<file path="config.mk">
export PLATFORM = sky130hd
export DESIGN_NAME = button_event_detector
export DESIGN_NICKNAME = d
export VERILOG_FILES = /design/src/design/bed_pkg.sv /design/src/design/bed_regs.sv /design/src/design/bed_core.sv /design/src/design/button_event_detector.sv
export SDC_FILE = /design/constraint.sdc
export NUM_CORES = 1
export LEC_CHECK = 0
export ABC_AREA = 1
export BUFFER_PORTS_ARGS = -buffer_cell sky130_fd_sc_hd__buf_2
export CAP_MARGIN = 20
export CORE_ASPECT_RATIO = 1.2
export CORE_MARGIN = 2
export CORE_UTILIZATION = 57
export DETAILED_ROUTE_END_ITERATION = 10
export PLACE_DENSITY = 0.87
export SLEW_MARGIN = 20
export SYNTH_ARGS = -nofsm -noshare
export SYNTH_HDL_FRONTEND = slang
export SYNTH_SLANG_ARGS = --single-unit
export TNS_END_PERCENT = 5
</file>
<file path="constraint.sdc">
create_clock -name clk -period 6.7 [get_ports clk]
set_input_delay 2.01 -clock clk [delete_from_list [all_inputs] [get_ports clk]]
set_output_delay 2.01 -clock clk [all_outputs]
set_load 0.01 [all_outputs]
</file>
<file path="src/design/bed_pkg.sv">
// Shared types and constants for the button event detector.
`default_nettype none

package bed_pkg;

    localparam int BTN_W     = 8;
    localparam int LONG_W    = 16;
    localparam int REPEAT_W  = 16;
    localparam int APB_DW    = 32;
    localparam int APB_AW    = 4;

    localparam logic [1:0] REG_INVERT_MASK = 2'd0;
    localparam logic [1:0] REG_LONG_PRESS  = 2'd1;
    localparam logic [1:0] REG_REPEAT      = 2'd2;

    localparam logic [BTN_W-1:0]    INVERT_MASK_RST = '0;
    localparam logic [LONG_W-1:0]   LONG_PRESS_RST  = 16'd100;
    localparam logic [REPEAT_W-1:0] REPEAT_RST      = 16'd50;

    typedef struct packed {
        logic [BTN_W-1:0]    invert_mask;
        logic [LONG_W-1:0]   long_press_ticks;
        logic [REPEAT_W-1:0] repeat_ticks;
    } cfg_t;

    typedef struct packed {
        logic [BTN_W-1:0] pressed_bits;
        logic [BTN_W-1:0] down_bits;
        logic [BTN_W-1:0] up_bits;
        logic [BTN_W-1:0] up_short_bits;
        logic [BTN_W-1:0] up_long_bits;
        logic [BTN_W-1:0] repeat_bits;
        logic [BTN_W-1:0] hold_bits;
        logic [BTN_W-1:0] toggle_bits;
    } result_t;

endpackage

`default_nettype wire

</file>
<file path="src/design/bed_regs.sv">
// Configuration register file behind the APB-style port.
`default_nettype none

module bed_regs
    import bed_pkg::*;
(
    input  wire logic              clk,
    input  wire logic              rst_n,
    input  wire logic              psel,
    input  wire logic              penable,
    input  wire logic              pwrite,
    input  wire logic [APB_AW-1:0] paddr,
    input  wire logic [APB_DW-1:0] pwdata,
    output logic      [APB_DW-1:0] prdata,
    output logic                   pready,
    output cfg_t                   cfg
);

    cfg_t       cfg_reg;
    logic       wr_en;
    logic [1:0] reg_sel;

    assign pready  = 1'b1;
    assign wr_en   = psel && penable && pwrite;
    assign reg_sel = paddr[3:2];

    always_ff @(posedge clk or negedge rst_n)
    begin
        if (!rst_n)
        begin
            cfg_reg.invert_mask      <= INVERT_MASK_RST;
            cfg_reg.long_press_ticks <= LONG_PRESS_RST;
            cfg_reg.repeat_ticks     <= REPEAT_RST;
        end
        else if (wr_en)
        begin
            case (reg_sel)
                REG_INVERT_MASK: cfg_reg.invert_mask      <= pwdata[BTN_W-1:0];
                REG_LONG_PRESS:  cfg_reg.long_press_ticks <= pwdata[LONG_W-1:0];
                REG_REPEAT:      cfg_reg.repeat_ticks     <= pwdata[REPEAT_W-1:0];
                default:         ;
            endcase
        end
    end

    always_comb
    begin
        case (reg_sel)
            REG_INVERT_MASK: prdata = APB_DW'(cfg_reg.invert_mask);
            REG_LONG_PRESS:  prdata = APB_DW'(cfg_reg.long_press_ticks);
            REG_REPEAT:      prdata = APB_DW'(cfg_reg.repeat_ticks);
            default:         prdata = '0;
        endcase
    end

    assign cfg = cfg_reg;

endmodule

`default_nettype wire

</file>
<file path="src/design/bed_core.sv">
// Edge, timer and toggle logic with per-button sample and toggle registers and one shared press timer.
`default_nettype none

module bed_core
    import bed_pkg::*;
#(
    parameter int NUM_BUTTONS = 8,
    parameter int TIMER_BITS  = 16
)
(
    input  wire logic             clk,
    input  wire logic             rst_n,
    input  wire cfg_t             cfg,
    input  wire logic             step,
    input  wire logic [BTN_W-1:0] sample,
    output result_t               res
);

    localparam int CMP_W = ((TIMER_BITS > LONG_W) ? TIMER_BITS : LONG_W) + 1;
    localparam logic [BTN_W-1:0] ACTIVE_MASK = (NUM_BUTTONS >= BTN_W) ? {BTN_W{1'b1}} :
        BTN_W'((64'd1 << NUM_BUTTONS) - 64'd1);
    localparam logic [CMP_W-1:0] TMR_MAX = CMP_W'({TIMER_BITS{1'b1}});

    logic [BTN_W-1:0]      previous_sample_reg;
    logic [BTN_W-1:0]      previous_sample_next;
    logic [TIMER_BITS-1:0] press_timer_reg;
    logic [TIMER_BITS-1:0] press_timer_next;
    logic [BTN_W-1:0]      toggle_state_reg;
    logic [BTN_W-1:0]      toggle_state_next;

    logic [BTN_W-1:0] cur;
    logic [BTN_W-1:0] up;
    logic [BTN_W-1:0] down;
    logic             changed;
    logic [CMP_W-1:0] timer_ext;
    logic [CMP_W-1:0] timer_new_ext;
    logic [CMP_W-1:0] long_ext;
    logic [CMP_W-1:0] repeat_ext;
    logic [CMP_W-1:0] cap_full;
    logic [CMP_W-1:0] cap;
    logic             rep_all;
    logic             hold_hit;
    logic             is_long;

    always_comb
    begin
        cur        = (sample ^ cfg.invert_mask) & ACTIVE_MASK;
        up         = ~cur & previous_sample_reg;
        down       = cur & ~previous_sample_reg;
        changed    = (cur != previous_sample_reg);
        timer_ext  = CMP_W'(press_timer_reg);
        long_ext   = CMP_W'(cfg.long_press_ticks);
        repeat_ext = CMP_W'(cfg.repeat_ticks);
        cap_full   = long_ext + CMP_W'(1);
        cap        = (cap_full > TMR_MAX) ? TMR_MAX : cap_full;
        is_long    = (timer_ext >= long_ext);

        if (changed)
        begin
            press_timer_next = '0;
        end
        else if (timer_ext < cap)
        begin
            press_timer_next = press_timer_reg + TIMER_BITS'(1);
        end
        else
        begin
            press_timer_next = press_timer_reg;
        end

        timer_new_ext = CMP_W'(press_timer_next);
        rep_all       = !changed && (timer_new_ext >= repeat_ext);
        hold_hit      = !changed && (timer_new_ext == long_ext);

        toggle_state_next    = toggle_state_reg ^ down;
        previous_sample_next = cur;

        res.pressed_bits  = cur;
        res.down_bits     = down;
        res.up_bits       = up;
        res.up_short_bits = (changed && !is_long) ? up : '0;
        res.up_long_bits  = (changed && is_long) ? up : '0;
        res.repeat_bits   = cur & (down | {BTN_W{rep_all}});
        res.hold_bits     = hold_hit ? cur : '0;
        res.toggle_bits   = toggle_state_next;
    end

    always_ff @(posedge clk or negedge rst_n)
    begin
        if (!rst_n)
        begin
            previous_sample_reg <= '0;
            press_timer_reg     <= '0;
            toggle_state_reg    <= '0;
        end
        else if (step)
        begin
            previous_sample_reg <= previous_sample_next;
            press_timer_reg     <= press_timer_next;
            toggle_state_reg    <= toggle_state_next;
        end
    end

`ifndef NO_ASSERTIONS
    a_change_clears_timer: assert property (@(posedge clk) disable iff (!rst_n)
        (step && changed) |=> (press_timer_reg == '0))
        else $error("Timer not cleared after a change of the sample.");

    a_prev_follows_result: assert property (@(posedge clk) disable iff (!rst_n)
        step |=> (previous_sample_reg == $past(res.pressed_bits)))
        else $error("Stored sample differs from the delivered pressed state.");

    a_toggle_follows_result: assert property (@(posedge clk) disable iff (!rst_n)
        step |=> (toggle_state_reg == $past(res.toggle_bits)))
        else $error("Stored toggle state differs from the delivered toggle bits.");

    a_state_holds_when_idle: assert property (@(posedge clk) disable iff (!rst_n)
        !step |=> ($stable(press_timer_reg) && $stable(toggle_state_reg)))
        else $error("State changed without a transfer.");
`endif

endmodule

`default_nettype wire

</file>
<file path="src/design/button_event_detector.sv">
// Top level of the button event detector with its transfer pipeline.
// The block takes one sample transfer per clock cycle while the output is not
// stalled and delivers one result transfer for each sample; the sample passes
// through the input register and then the result register. The edge, timer
// and toggle logic between those registers is a single shallow pass, so the
// throughput is one sample per cycle while the result side keeps up. A stalled
// result holds in the result register while one more sample waits in the input
// register. The user must write configuration through the APB-style port only
// while no transfers are in flight; the block itself does not enforce this.
`default_nettype none

module button_event_detector
    import bed_pkg::*;
#(
    parameter int NUM_BUTTONS = 8,
    parameter int TIMER_BITS  = 16
)
(
    input  wire logic              clk,
    input  wire logic              rst_n,
    input  wire logic              psel,
    input  wire logic              penable,
    input  wire logic              pwrite,
    input  wire logic [APB_AW-1:0] paddr,
    input  wire logic [APB_DW-1:0] pwdata,
    output logic      [APB_DW-1:0] prdata,
    output logic                   pready,
    input  wire logic              in_valid,
    output logic                   in_stall,
    input  wire logic [BTN_W-1:0]  raw_buttons,
    output logic                   out_valid,
    input  wire logic              out_stall,
    output logic      [BTN_W-1:0]  pressed_bits,
    output logic      [BTN_W-1:0]  down_bits,
    output logic      [BTN_W-1:0]  up_bits,
    output logic      [BTN_W-1:0]  up_short_bits,
    output logic      [BTN_W-1:0]  up_long_bits,
    output logic      [BTN_W-1:0]  repeat_bits,
    output logic      [BTN_W-1:0]  hold_bits,
    output logic      [BTN_W-1:0]  toggle_bits
);

    cfg_t             cfg;
    result_t          res;
    result_t          result_reg;
    logic             result_valid_reg;
    logic             sample_valid_reg;
    logic [BTN_W-1:0] sample_reg;
    logic             step;
    logic             in_take;

    bed_regs u_regs (
        .clk     (clk),
        .rst_n   (rst_n),
        .psel    (psel),
        .penable (penable),
        .pwrite  (pwrite),
        .paddr   (paddr),
        .pwdata  (pwdata),
        .prdata  (prdata),
        .pready  (pready),
        .cfg     (cfg)
    );

    bed_core #(
        .NUM_BUTTONS (NUM_BUTTONS),
        .TIMER_BITS  (TIMER_BITS)
    ) u_core (
        .clk    (clk),
        .rst_n  (rst_n),
        .cfg    (cfg),
        .step   (step),
        .sample (sample_reg),
        .res    (res)
    );

    assign step     = sample_valid_reg && (!result_valid_reg || !out_stall);
    assign in_stall = sample_valid_reg && !step;
    assign in_take  = in_valid && !in_stall;

    always_ff @(posedge clk or negedge rst_n)
    begin
        if (!rst_n)
        begin
            sample_valid_reg <= 1'b0;
            result_valid_reg <= 1'b0;
        end
        else
        begin
            if (in_take)
            begin
                sample_valid_reg <= 1'b1;
            end
            else if (step)
            begin
                sample_valid_reg <= 1'b0;
            end

            if (step)
            begin
                result_valid_reg <= 1'b1;
            end
            else if (!out_stall)
            begin
                result_valid_reg <= 1'b0;
            end
        end
    end

    always_ff @(posedge clk)
    begin
        if (in_take)
        begin
            sample_reg <= raw_buttons;
        end
        if (step)
        begin
            result_reg <= res;
        end
    end

    assign out_valid     = result_valid_reg;
    assign pressed_bits  = result_reg.pressed_bits;
    assign down_bits     = result_reg.down_bits;
    assign up_bits       = result_reg.up_bits;
    assign up_short_bits = result_reg.up_short_bits;
    assign up_long_bits  = result_reg.up_long_bits;
    assign repeat_bits   = result_reg.repeat_bits;
    assign hold_bits     = result_reg.hold_bits;
    assign toggle_bits   = result_reg.toggle_bits;

endmodule

`default_nettype wire
</file>
Word-level counts from Yosys, hierarchy flattened

Index checks and enable logic that the tools add are counted.

Reductions and logical operators: 21
$mul: 0
Magnitude comparators: 4
Add/sub/neg operators: 2
Bitwise gates (word level): 8
Muxes and demuxes: 8
Shift-type cells: 0
Equal/unequal tests: 5
Divide/modulo/power cells: 0

Operator list:

| kind                                                                     | number |
|---|---|
| 16-bit case mux with 3 select lines                                      | 1 |
| 16-bit greater-or-equal comparator                                       | 2 |
| 16-bit 2-to-1 mux                                                        | 2 |
| 8-bit AND                                                                | 3 |
| 16-bit by 1-bit adder with 17-bit output (second input constant)         | 1 |
| 17-bit by 16-bit > comparator with 1-bit output (second input constant)  | 1 |
| 16-bit by 17-bit < comparator with 1-bit output                          | 1 |
| 17-bit 2-to-1 mux                                                        | 1 |
| 16-bit by 1-bit adder with 16-bit output (second input constant)         | 1 |
| 16-bit equality test                                                     | 1 |
| 8-bit NOT                                                                | 2 |
| 8-bit XOR                                                                | 2 |
| 1-bit logical AND                                                        | 9 |
| 8-bit inequality test                                                    | 1 |
| 8-bit OR                                                                 | 1 |
| 1-bit logical NOT                                                        | 6 |
| 2-bit AND reduction                                                      | 3 |
| 1-bit 2-to-1 mux                                                         | 4 |
| 2-bit by 1-bit equality test with 1-bit output (second input constant)   | 1 |
| 2-bit equality test (second input constant)                              | 1 |
| 2-bit logical NOT                                                        | 1 |
| 2-bit by 1-bit inequality test with 1-bit output (second input constant) | 1 |
| 2-bit nonzero test                                                       | 1 |
| 1-bit logical OR                                                         | 1 |

Bits in latches: 0
ROM bits: 0
Input bits: 51
Output and inout port bits: 99
Flip-flop bits (word level): 146
Logic and storage cells: 65
RAM bits: 0
Memories kept: 0

Logic depth before layout (Yosys ltp)

Gate-level depths: netlist (run 1).

Depth in word-level cells: 10
Depth in mapped cells: 38
Depth with buffers taken out: 36

By module

Synthesis (run 1) repeated with hierarchy kept, for this count alone.

Cell total of the unflattened synthesis: 1030
Area, all modules: 8753.4 um^2

By module, submodules not included:

| module                | instances | area each (um^2) | sequential area each (um^2) | cells an instance |
|---|---|---|---|---|
| bed_core              | 1         | 4383.0           | 800.8                       | 687 |
| button_event_detector | 1         | 2257.2           | 2212.1                      | 84 |
| bed_regs              | 1         | 2113.3           | 1008.5                      | 259 |

Worst setup path before layout (run 1)

Ideal clock, no wire load.

Path kind: register to register
Start point: register u_regs.cfg_reg, in the netlist u_regs.cfg[16]
End point: register result_reg, in the netlist repeat_bits[0], data pin
Setup slack: 1641 ps
Stages on the path, launching flop included: 35
Clock period less this slack: 5059 ps
Library setup time: 273 ps
Required time: 6427 ps
Arrival time: 4786 ps
Path buffers: 2
Path through: dfrtp_1 ha_1 nand2_1 inv_1 nor2_1 nand2_1 nor2_1 nand2_1 nor2_1 nand2_1 nor2_1 nand2_1 nand2_1 clkbuf_1 nor2_1 ha_1 a21o_1 a21oi_1 o21ai_0 a21oi_1 clkbuf_1 nand3_1 nand3_1 inv_1 ha_1 a21oi_1 o21ai_0 a21oi_1 o21bai_1 a21o_1 a21oi_1 o211a_1 o21ai_0 nand2_1 a21oi_1

RTL lines:

| element                | RTL line                     | RTL |
|---|---|---|
| start: declaration     | bed_regs.sv:19               | `cfg_t cfg_reg;` |
| end signal: assignment | button_event_detector.sv:118 | `result_reg <= res;` |
| end: declaration       | button_event_detector.sv:45  | `result_t result_reg;` |

==> flow_metrics.py, run 1 <==
metrics = {
    "worst_setup_path": {
        "path_max_fanout": 24,
        "criticalPathCategory": "flip-flop to flip-flop",
        "slowest_delay_ns": 0.49,
        "crit_arrival_ns": 6.43,
        "cpMostUsedCell": "nand2_1",
        "path_delay_family": "simple AND/OR/NAND/NOR gates",
        "path_buf_inv": 1,
        "critical-path-slowest-cell": "dfrtp_1",
        "crit_required_ns": 6.86,
        "crit_path_start_kind": "flip-flop",
        "end_kind": "flip-flop",
    },
    "placement": {
        "gp_congestion": 0.9780,
        "io_buffers": 114,
        "pre_cts_slack_ns": 0.5925,
        "dp_hpwl_um": 16300,
        "placed_cell_area_sq_um": 9369,
    },
    "detailed_routing": {
        "drc": 0,
        "wl_per_cell_um": 16.42,
        "viasPerCell": 5.507,
        "ant_nets": 0,
        "vias": 7490,
        "dr.pass1.iters": 5,
        "drt_iter0_drc": 711,
        "routed_wl_um": 22330,
    },
    "synthesis": {
        "ys.flop_type": "edfxtp_1",
        "syn_area_per_cell_sq_um": 8.408,
        "syn_area_sq_um": 8686,
        "yosys-top-cells-area": "edfxtp_1 25%, dfrtp_1 20%, nand2_1 11%, ha_1 9.5%, inv_1 5.8%",
        "async_flop_share_pct": 50.68,
        "yosysTopAreaCellShare_pct": 24.89,
        "synth_cells": 1033,
        "synth_top_cells_by_count": "249 x nand2_1, 135 x inv_1, 82 x nor2_1",
        "synth-edff-count": 72,
        "synth_top_area_cell": "edfxtp_1",
        "ys_seq_area_share_pct": 46.30,
        "synth_cell_type_count": 45,
        "synth_most_common_cell": "nand2_1",
        "synth_warnings": 0,
        "ys_ff_latch": 146,
    },
    "global_routing": {
        "grt_first_pass_wirelength_um": 36110,
        "grt_use_total_pct": 28.89,
        "antenna_found_initial": 0,
        "grt_overflow_total": 0,
        "grt_max_degree": 75,
        "grt_pass1_vias": 7046,
    },
    "cts": {
        "cts.sinks": 146,
        "postCtsSetupRepairBufs": 0,
        "clk_latency_ns": 0.44,
        "clockBufferDepth": 2,
        "htree_num_levels": 4,
        "cts_root_buf": "clkbuf_16",
        "cts.clk_slew.worst_paths_ns": 0.07,
        "cts_buffers": 17,
        "cts_tree": "done",
    },
    "sta": {
        "period_needed_ns": 6.264,
        "min_period_over_period_pct": 93.49,
        "finClkSkew_ns": 0.01186,
        "drv_slew": 0,
        "finalSetupViolCount": 0,
        "relSlewSlack_pct": 32.42,
        "setup_slack_ns": 0.4364,
        "finalHoldViolCount": 0,
        "holdWs_ns": 0.4874,
        "rsz0062_at_grt": "no",
        "worst_pin_slew_ns": 1.010,
        "max_freq_mhz": 159.7,
        "final.setup.tns_ns": 0,
    },
    "job": {
        "drv_cap": 0,
    },
    "run_status": {
        "status": "finished, final reports clean",
    },
    "power_and_ir_drop": {
        "ir_drop_mv": 0.2065,
        "power.total_w": 0.003026,
        "powerDensity_nw_per_um2": 303.7,
        "power_leakage_nw": 4.853,
    },
    "layout": {
        "largest_reg_flops": 40,
        "synthToLayoutAreaGrowth_pct": 14.69,
        "fin_nets": 1260,
        "fin_area_sq_um": 9962,
        "drive_above_1_share_pct": 16.18,
        "diodes": 0,
    },
    "floorplan": {
        "pin_count": 150,
        "die_area_sq_um": 16250,
        "die_x_um": 116.7,
        "die_h_um": 139.2,
        "core_sq_um": 14960,
        "start_util_pct": 58.06,
        "rows": 49,
    },
    "min_path": {
        "min_path_type": "flip-flop to flip-flop",
    },
}
through the flow:
stage,util (%),cells
after floorplan,-,1048
after global placement,62.63,1328
after detailed placement,62.63,1328
after CTS,66.58,1360
after global routing,66.59,1360
final,66.59,1360
cells by family (layout without fill, tap and decap cells):
family                     Yosys count  in the layout  share of synthesized area (%)
and+or+nand+nor                    458            458                          22.79
other                                2             17                        0.08646
xor gates and xnor gates            30             30                          3.025
adders and majority gates           66             66                          9.507
AOI/OAI and AO/OA                  146            146                          9.320
DFF                                146            146                          46.30
buffers and inverters              185            293                          8.974
layout make-up:
type	instances	area, sq um
multi-input cells	717	3944
clock inverters	15	165.2
clock buffers	17	425.4
repair buffers	121	625.6
inverters	140	525.5
fillers	1201	4997
well taps	204	255.2
flip-flops and latches	146	4021
worst paths after layout:
check	from	end	slack [ns]	depth (start not counted)
max	u_regs.cfg[16]	repeat_bits[2]	0.44	32
min	u_regs.cfg[15]	u_regs.cfg[15]	0.49	2
max reg2reg	u_regs.cfg[16]	repeat_bits[2]	0.44	32
min reg2reg	u_regs.cfg[15]	u_regs.cfg[15]	0.49	2
max in group asynchronous	rst_n	u_core.press_timer_reg[8]	4.36	1
min in group asynchronous	rst_n	u_regs.cfg[38]	1.74	1
power breakdown:
group / total, W / switching, W / internal [W]
combinational: 0.000817 / 0.000531 / 0.000286
sequential: 0.00127 / 0.000124 / 0.00115
clock: 0.000935 / 0.000438 / 0.000497
total: 0.00303 / 0.00109 / 0.00193
tightest hold or removal path, stage by stage (launching register included):
cell     delay, ns
dfrtp_1       0.34
nand2_1       0.05
o21ai_0       0.06
what timing repair did:
item	CTS	global route
hold endpoints to repair	0	0
setup endpoints to repair	0	8
hold buffers	0	0
gates resized for setup	0	1
per-layer routing:
layer  up-vias  global-route usage, %  part of all wire, %
met5         -                      0                    0
met4         0                  12.32                  3.5
met3        64                  4.225                  7.1
met2       378                  47.52                   49
met1      3455                  37.93                   40
li1       3593                      -                    -
layout by cell type, fill, tap and decap left out, types with 17 or more instances in the layout:
cell type  netlist  final
a21oi_1         37     37
buf_2            5    113
clkbuf_16        0     17
conb_1           2     17
dfrtp_1         68     68
edfxtp_1        72     72
ha_1            66     66
inv_1          135    135
nand2_1        249    248
nand3_1         62     62
nand4_1         24     24
nor2_1          82     82
o21ai_0         76     76
xor2_1          21     21
No activity file was read; power rests on OpenSTA's default activity.
==> run 2, diff against run 1 <==
- CORE_UTILIZATION: 57 -> 59
- CTS_BUF_LIST: not set -> sky130_fd_sc_hd__clkbuf_8
- MAX_ROUTING_LAYER: not set -> met4
- PLACE_DENSITY: 0.87 -> 0.89
==> flow_metrics.py, run 2 (synthesis results as in run 1) <==
metrics = {
    "run_status": {
        "status": "finished, final reports clean",
    },
    "placement": {
        "gp_congestion": 1.032,
        "placed_cell_area_sq_um": 9333,
        "io_buffers": 114,
        "dp_hpwl_um": 16260,
    },
    "sta": {
        "min_period_over_period_pct": 94.25,
        "finClkSkew_ns": 0.01457,
        "period_needed_ns": 6.314,
        "relSlewSlack_pct": 29.94,
        "worst_pin_slew_ns": 1.049,
        "max_freq_mhz": 158.4,
        "final.setup.tns_ns": 0,
        "drv_slew": 0,
        "finalHoldViolCount": 0,
        "rsz0062_at_grt": "no",
        "finalSetupViolCount": 0,
    },
    "detailed_routing": {
        "wl_per_cell_um": 16.40,
        "routed_wl_um": 21840,
        "drt_iter0_drc": 638,
        "ant_nets": 0,
        "vias": 7431,
        "dr.pass1.iters": 5,
        "viasPerCell": 5.583,
        "drc": 0,
    },
    "floorplan": {
        "pin_count": 150,
        "core_sq_um": 14410,
        "start_util_pct": 60.26,
        "die_x_um": 114.8,
        "die_area_sq_um": 15710,
        "die_h_um": 136.9,
        "rows": 48,
    },
    "power_and_ir_drop": {
        "comb_power_share_pct": 29.3,
        "power_leakage_nw": 4.773,
        "ir_drop_mv": 0.1800,
        "power.switching_w": 0.001018,
        "switching_share_pct": 36.96,
        "p_seq_share_pct": 46.1,
        "clockPowerShare_pct": 24.7,
        "internal_power_w": 0.001736,
        "powerDensity_nw_per_um2": 283.2,
    },
    "cts": {
        "cts_tree": "done",
        "cts_buffers": 17,
        "htree_num_levels": 4,
        "cts_root_buf": "clkbuf_8",
        "clk_latency_ns": 0.47,
        "cts.sinks": 146,
        "clockBufferDepth": 2,
        "cts.clk_slew.worst_paths_ns": 0.09,
    },
    "worst_setup_path": {
        "critical-path-slowest-cell": "dfrtp_1",
        "cpMostUsedCell": "a21oi_1",
        "end_kind": "flip-flop",
        "path_buf_inv": 0,
        "crit_required_ns": 6.89,
        "crit_path_start_kind": "flip-flop",
        "path_max_fanout": 24,
        "slowest_delay_ns": 0.56,
        "criticalPathCategory": "flip-flop to flip-flop",
        "path_delay_family": "simple AND/OR/NAND/NOR gates",
        "crit_arrival_ns": 6.50,
    },
    "global_routing": {
        "grt_use_total_pct": 29.80,
        "grt_max_degree": 75,
        "grt_pass1_vias": 6905,
        "grt_first_pass_wirelength_um": 34530,
        "antenna_found_initial": 0,
        "grt_overflow_total": 0,
    },
    "layout": {
        "seq_area_sq_um": 4021,
        "layout_commonest_cell": "nand2_1",
        "multi_input_area_sq_um": 3944,
        "fin_nets": 1260,
        "diodes": 0,
        "fill_cells": 1142,
        "drive_above_1_share_pct": 16.09,
        "final_cell_mix": "248 x nand2_1, 136 x inv_1, 113 x buf_2",
        "largest_reg_flops": 40,
        "fin_area_sq_um": 9724,
        "synthToLayoutAreaGrowth_pct": 11.96,
    },
    "min_path": {
        "min_path_type": "flip-flop to flip-flop",
    },
    "job": {
        "drv_cap": 0,
    },
}
run 2: cell count changes in the layout (fill, tap and decap cells not counted):
cell,before,now
clkinv_4,1,3
clkinv_8,4,1
clkbuf_16,17,0
inv_8,3,4
bufinv_16,0,1
inv_1,135,136
inv_6,4,1
clkbuf_8,0,17
clkinv_2,0,2
clkinvlp_4,3,2
run 2: layer usage:
layer | routed length (um) | GRT usage [%] | up-vias
li1 | - | - | 3600
met1 | 8906 | 37.51 | 3450
met3 | 1467 | 3.809 | 39
met5 | 0 | - | -
met4 | 573 | 11.51 | 0
met2 | 10890 | 49.47 | 342
run 2: repair_timing:
item / in CTS / in global routing
setup buffers: 0 / 0
setup endpoints to repair: 0 / 8
hold buffers: 0 / 0
resized for setup: 0 / 1
run 2: per-stage QoR:
step	hold WS [ns]	instances	worst slack (ns)	util, %	power [W]
detailed placement	0.4737	1299	0.4197	64.75	0.002079
CTS	0.4942	1331	0.3805	67.45	0.002754
global route	0.5128	1331	0.1286	67.47	0.002920
global placement	0.4671	1299	0.5636	64.75	0.002033
floorplan	0.4530	1048	1.641	-	0.001807
finish	0.4991	1331	0.3856	67.47	0.002754
run 2: layout make-up:
type                       count  area share, %
tap                          175          2.252
multi-input combinational    717          40.56
timing repair buffer         121          6.433
sequential                   146          41.35
inverter                     140          5.404
clock buffer                  17          2.406
clock inverter                15          1.595
run 2: path summary, 6_finish.rpt:
check | startpoint | endpoint | slack [ns] | cells after the start
max | u_regs.cfg[16] | repeat_bits[4] | 0.39 | 29
max reg2reg | u_regs.cfg[16] | repeat_bits[4] | 0.39 | 29
max in group asynchronous | rst_n | u_regs.cfg[26] | 4.39 | 1
min | u_regs.cfg[15] | u_regs.cfg[15] | 0.50 | 2
min in group asynchronous | rst_n | u_regs.cfg[35] | 1.69 | 1
min reg2reg | u_regs.cfg[15] | u_regs.cfg[15] | 0.50 | 2
run 2: worst min-delay path, cell delays in order, from the launching register on:
cell and delay, ns:
dfrtp_1 0.35, nand2_1 0.06, o21ai_0 0.06
run 2: power by group through the flow:
stage	registers, W	clock network [W]	logic [W]
floorplan	0.00129	0	0.000516
global placement	0.00128	0	0.000757
detailed placement	0.00128	0	0.000796
CTS	0.00127	0.000684	0.000805
global route	0.00129	0.000719	0.000913
finish	0.00127	0.000680	0.000806
